[src/pl0_lex_pkg.sv]
// ---------------------------------------------------------------------------
// PL/0 lexical scanner package
// Shared widths, character codes, token kinds, scanner modes and the
// structures passed between the scanner core and the token queue.
// ---------------------------------------------------------------------------
package pl0_lex_pkg;

   // Field widths
   localparam int CharW = 8;
   localparam int KindW = 5;
   localparam int LineW = 16;
   localparam int LenW  = 8;
   localparam int ValW  = 32;

   // Token queue geometry
   localparam int FifoDepth = 4;
   localparam int PtrW      = $clog2(FifoDepth);
   localparam int CntW      = $clog2(FifoDepth + 1);

   // Saturation limits
   localparam logic [LineW-1:0] LINE_MAX = '1;
   localparam logic [LenW-1:0]  LEN_MAX  = '1;

   // Character codes
   localparam logic [CharW-1:0] CH_HASH   = 8'h23;
   localparam logic [CharW-1:0] CH_NL     = 8'h0A;
   localparam logic [CharW-1:0] CH_TAB    = 8'h09;
   localparam logic [CharW-1:0] CH_VT     = 8'h0B;
   localparam logic [CharW-1:0] CH_FF     = 8'h0C;
   localparam logic [CharW-1:0] CH_CR     = 8'h0D;
   localparam logic [CharW-1:0] CH_SPACE  = 8'h20;
   localparam logic [CharW-1:0] CH_LPAREN = 8'h28;
   localparam logic [CharW-1:0] CH_RPAREN = 8'h29;
   localparam logic [CharW-1:0] CH_STAR   = 8'h2A;
   localparam logic [CharW-1:0] CH_PLUS   = 8'h2B;
   localparam logic [CharW-1:0] CH_COMMA  = 8'h2C;
   localparam logic [CharW-1:0] CH_MINUS  = 8'h2D;
   localparam logic [CharW-1:0] CH_DOT    = 8'h2E;
   localparam logic [CharW-1:0] CH_SLASH  = 8'h2F;
   localparam logic [CharW-1:0] CH_ZERO   = 8'h30;
   localparam logic [CharW-1:0] CH_NINE   = 8'h39;
   localparam logic [CharW-1:0] CH_COLON  = 8'h3A;
   localparam logic [CharW-1:0] CH_SEMI   = 8'h3B;
   localparam logic [CharW-1:0] CH_LT     = 8'h3C;
   localparam logic [CharW-1:0] CH_EQ     = 8'h3D;
   localparam logic [CharW-1:0] CH_GT     = 8'h3E;
   localparam logic [CharW-1:0] CH_UPPER_A = 8'h41;
   localparam logic [CharW-1:0] CH_UPPER_Z = 8'h5A;
   localparam logic [CharW-1:0] CH_LOWER_A = 8'h61;
   localparam logic [CharW-1:0] CH_LOWER_Z = 8'h7A;

   typedef enum logic [KindW-1:0] {
      KIND_PLUS, KIND_MINUS, KIND_MULT, KIND_DIV, KIND_SEMI, KIND_COMMA,
      KIND_EQ, KIND_LPAREN, KIND_RPAREN, KIND_ASSIGN, KIND_LT, KIND_LE,
      KIND_NEQ, KIND_GT, KIND_GE, KIND_NUMBER, KIND_IDENT, KIND_DOT,
      KIND_ERROR
   } kind_type;

   typedef enum logic [2:0] {
      MODE_START, MODE_NUM, MODE_IDENT, MODE_COLON, MODE_LESS,
      MODE_GREATER, MODE_ERROR
   } mode_type;

   typedef struct packed {
      kind_type         kind;
      logic [LineW-1:0] line;
      logic [LenW-1:0]  length;
      logic [ValW-1:0]  value;
      logic             last;
   } token_type;

   // Tokens produced by one byte, compacted into slot 0 first
   typedef struct packed {
      logic [1:0]      count;
      token_type [1:0] tok;
   } push_type;

endpackage

[src/pl0_lex_ifs.sv]
// ---------------------------------------------------------------------------
// PL/0 scanner channels
// Valid/ready channels for source bytes and for tokens.
// ---------------------------------------------------------------------------
interface pl0_lex_req_if;
   logic       valid;
   logic       ready;
   logic [7:0] char_in;

   modport source (output valid, output char_in, input ready);
   modport sink   (input valid, input char_in, output ready);
endinterface

interface pl0_lex_rsp_if;
   logic        valid;
   logic        ready;
   logic [4:0]  token_kind;
   logic [15:0] token_line;
   logic [7:0]  token_length;
   logic [31:0] number_value;
   logic        last_of_run;

   modport source (output valid, output token_kind, output token_line,
                   output token_length, output number_value,
                   output last_of_run, input ready);
   modport sink   (input valid, input token_kind, input token_line,
                   input token_length, input number_value,
                   input last_of_run, output ready);
endinterface

[src/pl0_lex_core.sv]
// ---------------------------------------------------------------------------
// PL/0 scanner core
// Holds the scanner state and combinationally turns one accepted byte
// into zero, one or two tokens.
// ---------------------------------------------------------------------------
module pl0_lex_core (
   input  logic                         clock,
   input  logic                         reset,
   input  logic                         in_fire,
   input  logic [pl0_lex_pkg::CharW-1:0] char_in,
   output pl0_lex_pkg::push_type        push
);
   import pl0_lex_pkg::*;

   typedef struct packed {
      logic            emit;
      kind_type        kind;
      mode_type        mode;
      logic [LenW-1:0] length;
      logic [ValW-1:0] accum;
      logic            newline;
   } start_type;

   function automatic logic is_digit(input logic [CharW-1:0] c);
      return (c >= CH_ZERO) && (c <= CH_NINE);
   endfunction

   function automatic logic is_letter(input logic [CharW-1:0] c);
      return ((c >= CH_UPPER_A) && (c <= CH_UPPER_Z)) ||
             ((c >= CH_LOWER_A) && (c <= CH_LOWER_Z));
   endfunction

   // Classify a byte seen from the start mode
   function automatic start_type scan_start(input logic [CharW-1:0] c);
      start_type s;
      s.emit    = 1'b1;
      s.kind    = KIND_ERROR;
      s.mode    = MODE_START;
      s.length  = '0;
      s.accum   = '0;
      s.newline = 1'b0;
      unique case (c)
         CH_PLUS:   s.kind = KIND_PLUS;
         CH_MINUS:  s.kind = KIND_MINUS;
         CH_STAR:   s.kind = KIND_MULT;
         CH_SLASH:  s.kind = KIND_DIV;
         CH_SEMI:   s.kind = KIND_SEMI;
         CH_COMMA:  s.kind = KIND_COMMA;
         CH_EQ:     s.kind = KIND_EQ;
         CH_LPAREN: s.kind = KIND_LPAREN;
         CH_RPAREN: s.kind = KIND_RPAREN;
         CH_DOT:    s.kind = KIND_DOT;
         CH_COLON: begin
            s.emit = 1'b0; s.mode = MODE_COLON; s.length = LenW'(1);
         end
         CH_LT: begin
            s.emit = 1'b0; s.mode = MODE_LESS; s.length = LenW'(1);
         end
         CH_GT: begin
            s.emit = 1'b0; s.mode = MODE_GREATER; s.length = LenW'(1);
         end
         CH_NL: begin
            s.emit = 1'b0; s.newline = 1'b1;
         end
         CH_SPACE, CH_TAB, CH_VT, CH_FF, CH_CR: s.emit = 1'b0;
         default: begin
            priority if (is_digit(c)) begin
               s.emit   = 1'b0;
               s.mode   = MODE_NUM;
               s.length = LenW'(1);
               s.accum  = ValW'(c - CH_ZERO);
            end else if (is_letter(c)) begin
               s.emit   = 1'b0;
               s.mode   = MODE_IDENT;
               s.length = LenW'(1);
            end else begin
               s.mode   = MODE_ERROR;
            end
         end
      endcase
      return s;
   endfunction

   mode_type         mode_ff, mode_in;
   logic [LineW-1:0] line_ff, line_in;
   logic [LenW-1:0]  len_ff, len_in;
   logic [ValW-1:0]  acc_ff, acc_in;

   start_type        st;
   logic             use_start;
   logic             tok0_valid;
   kind_type         tok0_kind;
   logic [LenW-1:0]  tok0_len;
   logic [ValW-1:0]  tok0_val;
   logic             tok1_valid;
   logic [LenW-1:0]  grow_len;
   logic [ValW+3:0]  acc_wide;
   logic [ValW-1:0]  acc_next;
   token_type        tok0, tok1;
   logic [1:0]       tok_count;

   // Length and decimal accumulator with saturation
   assign grow_len = (len_ff == LEN_MAX) ? len_ff : len_ff + LenW'(1);
   assign acc_wide = ({4'b0, acc_ff} << 3) + ({4'b0, acc_ff} << 1)
                     + (ValW+4)'(char_in - CH_ZERO);
   assign acc_next = (|acc_wide[ValW+3:ValW]) ? '1 : acc_wide[ValW-1:0];

   // Next state and pending-token decode
   always_comb begin
      st         = scan_start(char_in);
      mode_in    = mode_ff;
      line_in    = line_ff;
      len_in     = len_ff;
      acc_in     = acc_ff;
      use_start  = 1'b0;
      tok0_valid = 1'b0;
      tok0_kind  = KIND_NUMBER;
      tok0_len   = len_ff;
      tok0_val   = '0;
      if (char_in == CH_HASH) begin
         mode_in = MODE_START;
         line_in = '0;
         len_in  = '0;
         acc_in  = '0;
      end else begin
         unique case (mode_ff)
            MODE_START: use_start = 1'b1;
            MODE_NUM: begin
               if (is_digit(char_in)) begin
                  len_in = grow_len;
                  acc_in = acc_next;
               end else begin
                  tok0_valid = 1'b1;
                  tok0_val   = acc_ff;
                  use_start  = 1'b1;
               end
            end
            MODE_IDENT: begin
               if (is_digit(char_in) || is_letter(char_in)) begin
                  len_in = grow_len;
               end else begin
                  tok0_valid = 1'b1;
                  tok0_kind  = KIND_IDENT;
                  use_start  = 1'b1;
               end
            end
            MODE_COLON: begin
               tok0_valid = 1'b1;
               len_in     = '0;
               acc_in     = '0;
               if (char_in == CH_EQ) begin
                  tok0_kind = KIND_ASSIGN;
                  tok0_len  = LenW'(2);
                  mode_in   = MODE_START;
               end else begin
                  tok0_kind = KIND_ERROR;
                  tok0_len  = LenW'(1);
                  mode_in   = MODE_ERROR;
               end
            end
            MODE_LESS: begin
               tok0_valid = 1'b1;
               if (char_in == CH_EQ || char_in == CH_GT) begin
                  tok0_kind = (char_in == CH_EQ) ? KIND_LE : KIND_NEQ;
                  tok0_len  = LenW'(2);
                  len_in    = '0;
                  acc_in    = '0;
                  mode_in   = MODE_START;
               end else begin
                  tok0_kind = KIND_LT;
                  tok0_len  = LenW'(1);
                  use_start = 1'b1;
               end
            end
            MODE_GREATER: begin
               tok0_valid = 1'b1;
               if (char_in == CH_EQ) begin
                  tok0_kind = KIND_GE;
                  tok0_len  = LenW'(2);
                  len_in    = '0;
                  acc_in    = '0;
                  mode_in   = MODE_START;
               end else begin
                  tok0_kind = KIND_GT;
                  tok0_len  = LenW'(1);
                  use_start = 1'b1;
               end
            end
            default: mode_in = MODE_ERROR;   // sticky error
         endcase
         if (use_start) begin
            mode_in = st.mode;
            len_in  = st.length;
            acc_in  = st.accum;
            if (st.newline && line_ff != LINE_MAX) begin
               line_in = line_ff + LineW'(1);
            end
         end
      end
   end

   // Token assembly; second token always comes from the start-mode scan
   assign tok1_valid = use_start && st.emit;
   assign tok_count  = {1'b0, tok0_valid} + {1'b0, tok1_valid};

   always_comb begin
      tok1.kind   = st.kind;
      tok1.line   = line_ff;
      tok1.length = LenW'(1);
      tok1.value  = '0;
      tok1.last   = 1'b1;
      tok0.kind   = tok0_kind;
      tok0.line   = line_ff;
      tok0.length = tok0_len;
      tok0.value  = tok0_val;
      tok0.last   = !tok1_valid;
      push.count  = in_fire ? tok_count : 2'd0;
      push.tok[0] = tok0_valid ? tok0 : tok1;
      push.tok[1] = tok1;
   end

   // Scanner state
   always_ff @(posedge clock) begin
      if (reset) begin
         mode_ff <= MODE_START;
         line_ff <= '0;
         len_ff  <= '0;
         acc_ff  <= '0;
      end else if (in_fire) begin
         mode_ff <= mode_in;
         line_ff <= line_in;
         len_ff  <= len_in;
         acc_ff  <= acc_in;
      end
   end

endmodule

[src/pl0_lex_fifo.sv]
// ---------------------------------------------------------------------------
// PL/0 scanner token queue
// Small register queue taking up to two tokens a cycle and presenting one
// token a cycle on the result channel while the channel is ready.
// ---------------------------------------------------------------------------
module pl0_lex_fifo (
   input  logic                  clock,
   input  logic                  reset,
   input  pl0_lex_pkg::push_type push,
   output logic                  space_ok,
   pl0_lex_rsp_if.source         rsp_chan
);
   import pl0_lex_pkg::*;

   token_type         mem_ff [FifoDepth];
   logic [PtrW-1:0]   wr_ptr_ff, wr_ptr_in;
   logic [PtrW-1:0]   rd_ptr_ff, rd_ptr_in;
   logic [CntW-1:0]   count_ff, count_in;
   logic [PtrW-1:0]   wr_next;
   logic              pop;
   token_type         head;

   assign wr_next  = wr_ptr_ff + PtrW'(1);
   assign pop      = rsp_chan.valid && rsp_chan.ready;
   assign space_ok = (count_ff <= CntW'(FifoDepth - 2));

   // Pointer and occupancy update
   assign wr_ptr_in = wr_ptr_ff + PtrW'(push.count);
   assign rd_ptr_in = rd_ptr_ff + PtrW'(pop);
   assign count_in  = count_ff + CntW'(push.count) - CntW'(pop);

   always_ff @(posedge clock) begin
      if (reset) begin
         wr_ptr_ff <= '0;
         rd_ptr_ff <= '0;
         count_ff  <= '0;
      end else begin
         wr_ptr_ff <= wr_ptr_in;
         rd_ptr_ff <= rd_ptr_in;
         count_ff  <= count_in;
      end
   end

   // Token storage
   always_ff @(posedge clock) begin
      if (push.count != 2'd0) begin
         mem_ff[wr_ptr_ff] <= push.tok[0];
      end
      if (push.count == 2'd2) begin
         mem_ff[wr_next] <= push.tok[1];
      end
   end

   // Head of queue drives the result channel
   assign head                  = mem_ff[rd_ptr_ff];
   assign rsp_chan.valid        = (count_ff != '0);
   assign rsp_chan.token_kind   = head.kind;
   assign rsp_chan.token_line   = head.line;
   assign rsp_chan.token_length = head.length;
   assign rsp_chan.number_value = head.value;
   assign rsp_chan.last_of_run  = head.last;

endmodule

[src/pl0_lexical_scanner.sv]
// ---------------------------------------------------------------------------
// PL/0 lexical scanner
// Scans PL/0 source one byte per transaction and emits tokens with kind,
// line, length and decimal value.
//
//   Channel    Direction  Transaction
//   req_chan   in         one source byte (char_in)
//   rsp_chan   out        one token; last_of_run marks the last per byte
//
// One byte is accepted per cycle while the queue has room; its tokens are
// written to a four-entry queue in the same cycle and leave it one per
// cycle while rsp_chan is ready. Input ready depends only on queue
// occupancy: room for two tokens. The two tokens of one byte leave one
// at a time by the single result port of the queue. Synchronous reset
// clears scanner state and empties the queue; '#' clears the scanner in band.
// ---------------------------------------------------------------------------
module pl0_lexical_scanner (
   input logic           clock,
   input logic           reset,
   pl0_lex_req_if.sink   req_chan,
   pl0_lex_rsp_if.source rsp_chan
);
   import pl0_lex_pkg::*;

   logic     in_fire;
   logic     space_ok;
   push_type push;

   assign req_chan.ready = space_ok;
   assign in_fire        = req_chan.valid && space_ok;

   // Scanner state and token decode
   pl0_lex_core u_core (
      .clock   (clock),
      .reset   (reset),
      .in_fire (in_fire),
      .char_in (req_chan.char_in),
      .push    (push)
   );

   // Token queue
   pl0_lex_fifo u_fifo (
      .clock    (clock),
      .reset    (reset),
      .push     (push),
      .space_ok (space_ok),
      .rsp_chan (rsp_chan)
   );

`ifndef SYNTH
   // Tokens are only produced by an accepted byte
   a_push_needs_fire: assert property (@(posedge clock) disable iff (reset)
      (push.count != 2'd0) |-> in_fire)
      else $error("token pushed without an accepted byte");

   // A pair of tokens carries the end-of-run mark on the second only
   a_pair_last: assert property (@(posedge clock) disable iff (reset)
      (push.count == 2'd2) |-> (!push.tok[0].last && push.tok[1].last))
      else $error("bad end-of-run marking on token pair");

   // A single token is the last of its run
   a_single_last: assert property (@(posedge clock) disable iff (reset)
      (push.count == 2'd1) |-> push.tok[0].last)
      else $error("single token not marked last of run");

   // Reset empties the queue
   a_reset_empty: assert property (@(posedge clock)
      reset |=> !rsp_chan.valid)
      else $error("result valid straight after reset");
`endif

endmodule
[src/flat_wrapper.sv]
// flat-port wrapper written by rule: the top's interface ports become plain ports
module pl0_lexical_scanner_flat import pl0_lex_pkg::*;
  (clock, reset, req_chan_valid, req_chan_char_in, req_chan_ready, rsp_chan_valid, rsp_chan_token_kind, rsp_chan_token_line, rsp_chan_token_length, rsp_chan_number_value, rsp_chan_last_of_run, rsp_chan_ready);
  pl0_lex_req_if req_chan_i ();
  pl0_lex_rsp_if rsp_chan_i ();
  input logic clock;
  input logic reset;
  input wire logic [$bits(req_chan_i.valid)-1:0] req_chan_valid;
  input wire logic [$bits(req_chan_i.char_in)-1:0] req_chan_char_in;
  output wire logic [$bits(req_chan_i.ready)-1:0] req_chan_ready;
  output wire logic [$bits(rsp_chan_i.valid)-1:0] rsp_chan_valid;
  output wire logic [$bits(rsp_chan_i.token_kind)-1:0] rsp_chan_token_kind;
  output wire logic [$bits(rsp_chan_i.token_line)-1:0] rsp_chan_token_line;
  output wire logic [$bits(rsp_chan_i.token_length)-1:0] rsp_chan_token_length;
  output wire logic [$bits(rsp_chan_i.number_value)-1:0] rsp_chan_number_value;
  output wire logic [$bits(rsp_chan_i.last_of_run)-1:0] rsp_chan_last_of_run;
  input wire logic [$bits(rsp_chan_i.ready)-1:0] rsp_chan_ready;
  assign req_chan_i.valid = req_chan_valid;
  assign req_chan_i.char_in = req_chan_char_in;
  assign req_chan_ready = req_chan_i.ready;
  assign rsp_chan_valid = rsp_chan_i.valid;
  assign rsp_chan_token_kind = rsp_chan_i.token_kind;
  assign rsp_chan_token_line = rsp_chan_i.token_line;
  assign rsp_chan_token_length = rsp_chan_i.token_length;
  assign rsp_chan_number_value = rsp_chan_i.number_value;
  assign rsp_chan_last_of_run = rsp_chan_i.last_of_run;
  assign rsp_chan_i.ready = rsp_chan_ready;
  pl0_lexical_scanner u_core (.clock(clock), .reset(reset), .req_chan(req_chan_i), .rsp_chan(rsp_chan_i));
endmodule
[config.mk]
export PLATFORM = sky130hd
export DESIGN_NAME = pl0_lexical_scanner_flat
export DESIGN_NICKNAME = d
export VERILOG_FILES = /design/src/pl0_lex_pkg.sv /design/src/pl0_lex_ifs.sv /design/src/pl0_lex_core.sv /design/src/pl0_lex_fifo.sv /design/src/pl0_lexical_scanner.sv /design/src/flat_wrapper.sv
export SDC_FILE = /design/constraint.sdc
export NUM_CORES = 1
export LEC_CHECK = 0
export CAP_MARGIN = 30
export CORE_ASPECT_RATIO = 0.8
export CORE_UTILIZATION = 30
export DETAILED_ROUTE_END_ITERATION = 8
export DONT_BUFFER_PORTS = 1
export PLACE_DENSITY = 0.4
export SLEW_MARGIN = 10
export SYNTH_ARGS = -nofsm -noshare
export SYNTH_HDL_FRONTEND = slang
export SYNTH_HIERARCHICAL = 1
export SYNTH_SLANG_ARGS = --single-unit
export TNS_END_PERCENT = 100
[constraint.sdc]
create_clock -name clock -period 16.3 [get_ports clock]
set_clock_uncertainty 0.2 [all_clocks]
set_input_delay 0 -clock clock [delete_from_list [all_inputs] [get_ports clock]]
set_output_delay 0 -clock clock [all_outputs]
set_load 0.02 [all_outputs]
# --- Word level (Yosys, flattened, before mapping) ---
# Memories as Yosys holds them, arrays and structs flattened. A register that Yosys moved wholly into a read port is not among the register bits.
# Cells that the tools add are included.
classes:
  addsub: 12
  magnitude_cmp: 7
  n_eq_ne: 33
  n_mux: 65
  n_reduce_logical: 30
ops:
  columns: ["op", "count"]
  rows:
  - ["$mux W32", 11]
  - ["$pmux W32 S4", 1]
  - ["$eq A8 B6 Y1 const B", 15]
  - ["$mux W8", 8]
  - ["$mux W62", 1]
  - ["$pmux W5 S10", 1]
  - ["$mux W16", 3]
  - ["$pmux W11 S4", 1]
  - ["$eq A8 B4 Y1 const B", 5]
  - ["$pmux W8 S5", 1]
  - ["$add A35 B33 Y36", 1]
  - ["$add A36 B36 Y36", 1]
  - ["$mux W3", 8]
  - ["$pmux W5 S4", 1]
  - ["$reduce_or A19 Y1", 1]
  - ["$sub A8 B6 Y9 const B", 2]
  - ["$add A16 B1 Y16 const B", 1]
  - ["$ge A8 B7 Y1 const B", 2]
  - ["$le A8 B7 Y1 const B", 2]
  - ["$ne A16 B16 Y1 const B", 1]
  - ["$ne A4 B4 Y1 const B", 4]
  - ["$pmux W8 S2", 1]
  - ["$reduce_or A16 Y1", 1]
  - ["$mux W1", 15]
  - ["other kinds (40)", 59]
totals:
  ff_bits: 66
  ram_bits: 248
  input_bits: 12
  out_inout_bits: 64
  elab_cells: 155
  n_memories: 1
mem_list:
  columns: ["name", "words", "word_bits", "read_ports", "rd_clocked_by_memory_dff", "wr", "line_no", "rtl"]
  rows:
  - ["u_core.u_fifo.mem_ff", 4, 62, 1, 1, 2, "pl0_lex_fifo.sv:15", "token_type mem_ff [FifoDepth];"]

# --- Logic depth before layout (Yosys ltp) ---
logic_depth:
  ltp_word: 14
  depth_mapped: 21
  depth_no_buf: 17

# --- Modules after synthesis ---
# The synthesis kept the hierarchy.
modules_own_cells:
  columns: ["mod", "n_inst", "cells_each", "area_each_um2", "seq_area_each_um2"]
  rows:
  - ["pl0_lex_fifo", 1, 649, 12369.4, 7587.3]
  - ["pl0_lex_core", 1, 922, 7045.5, 1181.1]
  - ["pl0_lexical_scanner", 1, 1, 6.3, 0.0]

# --- Worst setup path before layout ---
# OpenSTA, ideal clock, no wires.
synth_path:
  path_type: "flip-flop to flip-flop"
  startpoint: "register u_core.u_core.mode_ff[2]"
  endpoint: "memory u_core/u_fifo/mem_ff[2][0] (netlist bit), enable pin"
  setup_ps: 503
  t_arrival_ps: 5903
  t_required_ps: 15597
  slack_ps: 9695
  stages_incl_launch_ff: 14
  n_path_buf: 3
  synth_period_minus_slack_ps: 6605
  cell_sequence: "dfxtp_1 -> nor2b_1 -> o21ai_0 -> a21oi_1 -> o22a_1 -> buf_4 -> clkbuf_1 -> nand2_1 -> a21oi_1 -> ha_1 -> and2_1 -> buf_2 -> or3b_2 -> a21oi_1"
synth_rtl:
  columns: ["item", "line_no", "rtl"]
  rows:
  - ["start, declared", "pl0_lex_core.sv:84", "mode_type mode_ff, mode_in;"]
  - ["start signal, assigned", "pl0_lex_core.sv:230", "mode_ff <= mode_in;"]
  - ["end, declared", "pl0_lex_fifo.sv:15", null]

==> impl_metrics.json <==
{
  "finalCritPeriodShare_pct": 33.0,
  "critPathSlowestCell": "nor2b_4",
  "cp_top_family": "simple AND/OR/NAND/NOR gates",
  "multi_input_area_um2": 9820,
  "postRouteAntennaNets": 0,
  "outcome": "finished, final reports clean",
  "final_common_cell": "edfxtp_1",
  "drive_gt1_share_pct": 24.6,
  "core_um2": 64100,
  "ctsHoldBuffers": 18,
  "hold_path_class": "in -> reg",
  "viasPerCell": 5.15,
  "avgSynthCellArea_um2": 12.4,
  "ys_ff_latch": 314,
  "design.portCount": 76,
  "place_congestion": 0.789,
  "grtUsageTotal_pct": 17.0,
  "stdcell_count": 2423,
  "maxCapViolations": 0,
  "synth_area_leader_cell": "edfxtp_1",
  "clk_latency_ns": 0.56,
  "synthArstFlopShare_pct": 0,
  "syn_to_final_growth_pct": 10.4,
  "register_area_um2": 8780,
  "cts_setup_buffers": 0,
  "worst_path_most_repeated_cell": "a21oi_1",
  "wl_mm": 55.3,
  "nFillCells": 6337,
  "end_kind": "register",
  "worstMarginPinSlew_ns": 0.917,
  "cts_buffer_depth": 3,
  "grt_antenna_before_repair": 5,
  "leakage_nw": 7.81,
  "synth_area_leaders": "edfxtp_1 (38%), mux2_2 (12%), mux4_2 (7.2%)",
  "path_max_fanout": 41,
  "post-route-util_pct": 33.5,
  "syn_inst": 1572,
  "max_freq_mhz": 186,
  "antenna_cells": 0,
  "dr.pass1.iters": 5,
  "vdd_drop_max_mv": 0.0720,
  "io_buffers": 0,
  "cp.required_ns": 16.28,
  "clkSinkCount": 314,
  "avgRoutedWirePerCell_um": 22.8,
  "timing.final.hold_violations": 0,
  "start_util_pct": 30.3,
  "num_vias": 12500,
  "die-area_um2": 65800,
  "num_rows": 83,
  "grt_pass1_vias": 12900,
  "holdWs_ns": 0.0212,
  "synthDistinctLibCells": 88,
  "setup_tns_ns": 0,
  "path_class": "reg -> reg",
  "die_w_um": 286,
  "synth_edf_count": 248,
  "final_area_um2": 21400,
  "slew_viol_final": 0,
  "netlist_area_um2": 19400,
  "postPlaceCellArea_um2": 20000,
  "overflow": 0,
  "place_inst": 2332,
  "ys.warnings.count": 6,
  "setup_viol": 0,
  "crit_chain": "nor2b_1 -> o21ai_0 -> a21oi_1 -> o22a_1 -> nand2_1 -> a21oi_1 -> ha_1 -> inv_1 -> nor2_1 -> mux2i_1 -> nor2b_4 -> buf_4",
  "critPathArrivalTime_ns": 5.36,
  "dp_hpwl_mm": 36.2,
  "relSlewSlack_pct": 38.9,
  "rsz0062_at_grt": "false",
  "synth.top_cell.area_share_pct": 38.3,
  "final_cell_mix": "edfxtp_1 (248), mux2_2 (209), nor2_1 (82), nand2_1 (79)",
  "grt_pass1_wl_mm": 84.5,
  "cts.clk_slew.worst_paths_ns": 0.06,
  "cts_resized": 0,
  "period_needed_ns": 5.38,
  "die_y_um": 230,
  "cp-start-kind": "register",
  "grt_start_max_net_pins": 51,
  "synth_flop_cell": "edfxtp_1",
  "root_buffer": "clkbuf_16",
  "htreeDepth": 2,
  "critPathBufInv": 2,
  "power.density_nw_per_um2": 129,
  "yosysSeqAreaShare_pct": 45.1,
  "cts_tree": "done",
  "numCtsBuffers": 39,
  "drtIter0Drc": 816,
  "slowest_delay_ns": 0.76,
  "route.detailed.drc": 0,
  "finalNetCount": 1635
}
path summary, 6_finish.rpt:
| check | from | endpoint | slack [ns] | depth (start not counted) |
|---|---|---|---|---|
| setup / recovery | u_core/u_core/mode_ff[2]$_SDFFE_PP0P_ | u_core/u_fifo/mem_ff[3][5]$_DFFE_PP_ | 10.92 | 12 |
| hold / removal | req_chan_valid | u_core/u_core/len_ff[1]$_SDFFE_PP0P_ | 0.02 | 3 |
| setup reg to reg | u_core/u_core/mode_ff[2]$_SDFFE_PP0P_ | u_core/u_fifo/mem_ff[3][5]$_DFFE_PP_ | 10.92 | 12 |
| hold reg to reg | u_core/u_core/len_ff[1]$_SDFFE_PP0P_ | u_core/u_core/len_ff[1]$_SDFFE_PP0P_ | 0.31 | 2 |
layer usage:
metal  track usage [%]  part of all wire (%)
met1              25.3                    50
met2              25.3                    43
met3              3.23                   5.5
met4              3.43                   1.4
met5                 0                     0
tightest hold or removal path, stage by stage:
cell     delay, ns
and2_1        0.32
o31a_1        0.25
o21ai_0       0.16
report_power, final:
group	switching [W]	internal [W]
logic	0.000533	0.000293
clock network	0.000360	0.000479
registers	0.0000795	0.00102
flip-flops by register name, summed over array words and instances (netlist names):
| register | count |
|---|---|
| u_core/u_core/len_ff | 8 |
| u_core/u_core/acc_ff | 32 |
| u_core/u_core/line_ff | 16 |
| u_core/u_core/mode_ff | 3 |
| u_core/u_fifo/rd_ptr_ff | 2 |
| u_core/u_fifo/count_ff | 3 |
| u_core/u_fifo/mem_ff | 248 |
| u_core/u_fifo/wr_ptr_ff | 2 |
synthesized netlist by cell type, types with 17 or more instances:
cell	count
ha_1	48
nor3_1	23
inv_1	37
nor2_1	83
edfxtp_1	248
mux2_2	209
nand2_1	79
clkbuf_1	35
fa_1	32
o21ai_0	45
and2_1	37
mux4_2	62
and3_1	17
xnor2_1	20
nand3_1	36
a32oi_1	18
buf_4	60
a21oi_1	66
xor2_1	22
buf_2	47
mux2_1	41
dfxtp_1	66
layout make-up:
class,count,share of cell area [%]
timing repair buffer,45,2.00
clock inverter,19,0.747
sequential,314,40.9
tap,850,4.96
multi-input combinational,1106,45.8
clock buffer,52,4.96
inverter,37,0.648
stage by stage:
step / power [W] / setup slack (ns)
final: 0.00277 / 10.92
after global routing: 0.00291 / 10.47
after CTS: 0.00283 / 10.82
after detailed placement: 0.00196 / 10.83
after global placement: 0.00195 / 11.05
after floorplan: 0.00174 / 9.69
cell families after synthesis:
kind of cell,after synthesis,synth area share (%)
DFF,314,45.1
other,2,0.0387
adders and majority gates,80,6.39
and+or+nand+nor,369,9.99
xor gates and xnor gates,44,2.13
muxes,318,22.0
AOI/OAI and AO/OA,254,8.81
buffers and inverters,191,5.51
(Power assumes the default switching activity.)
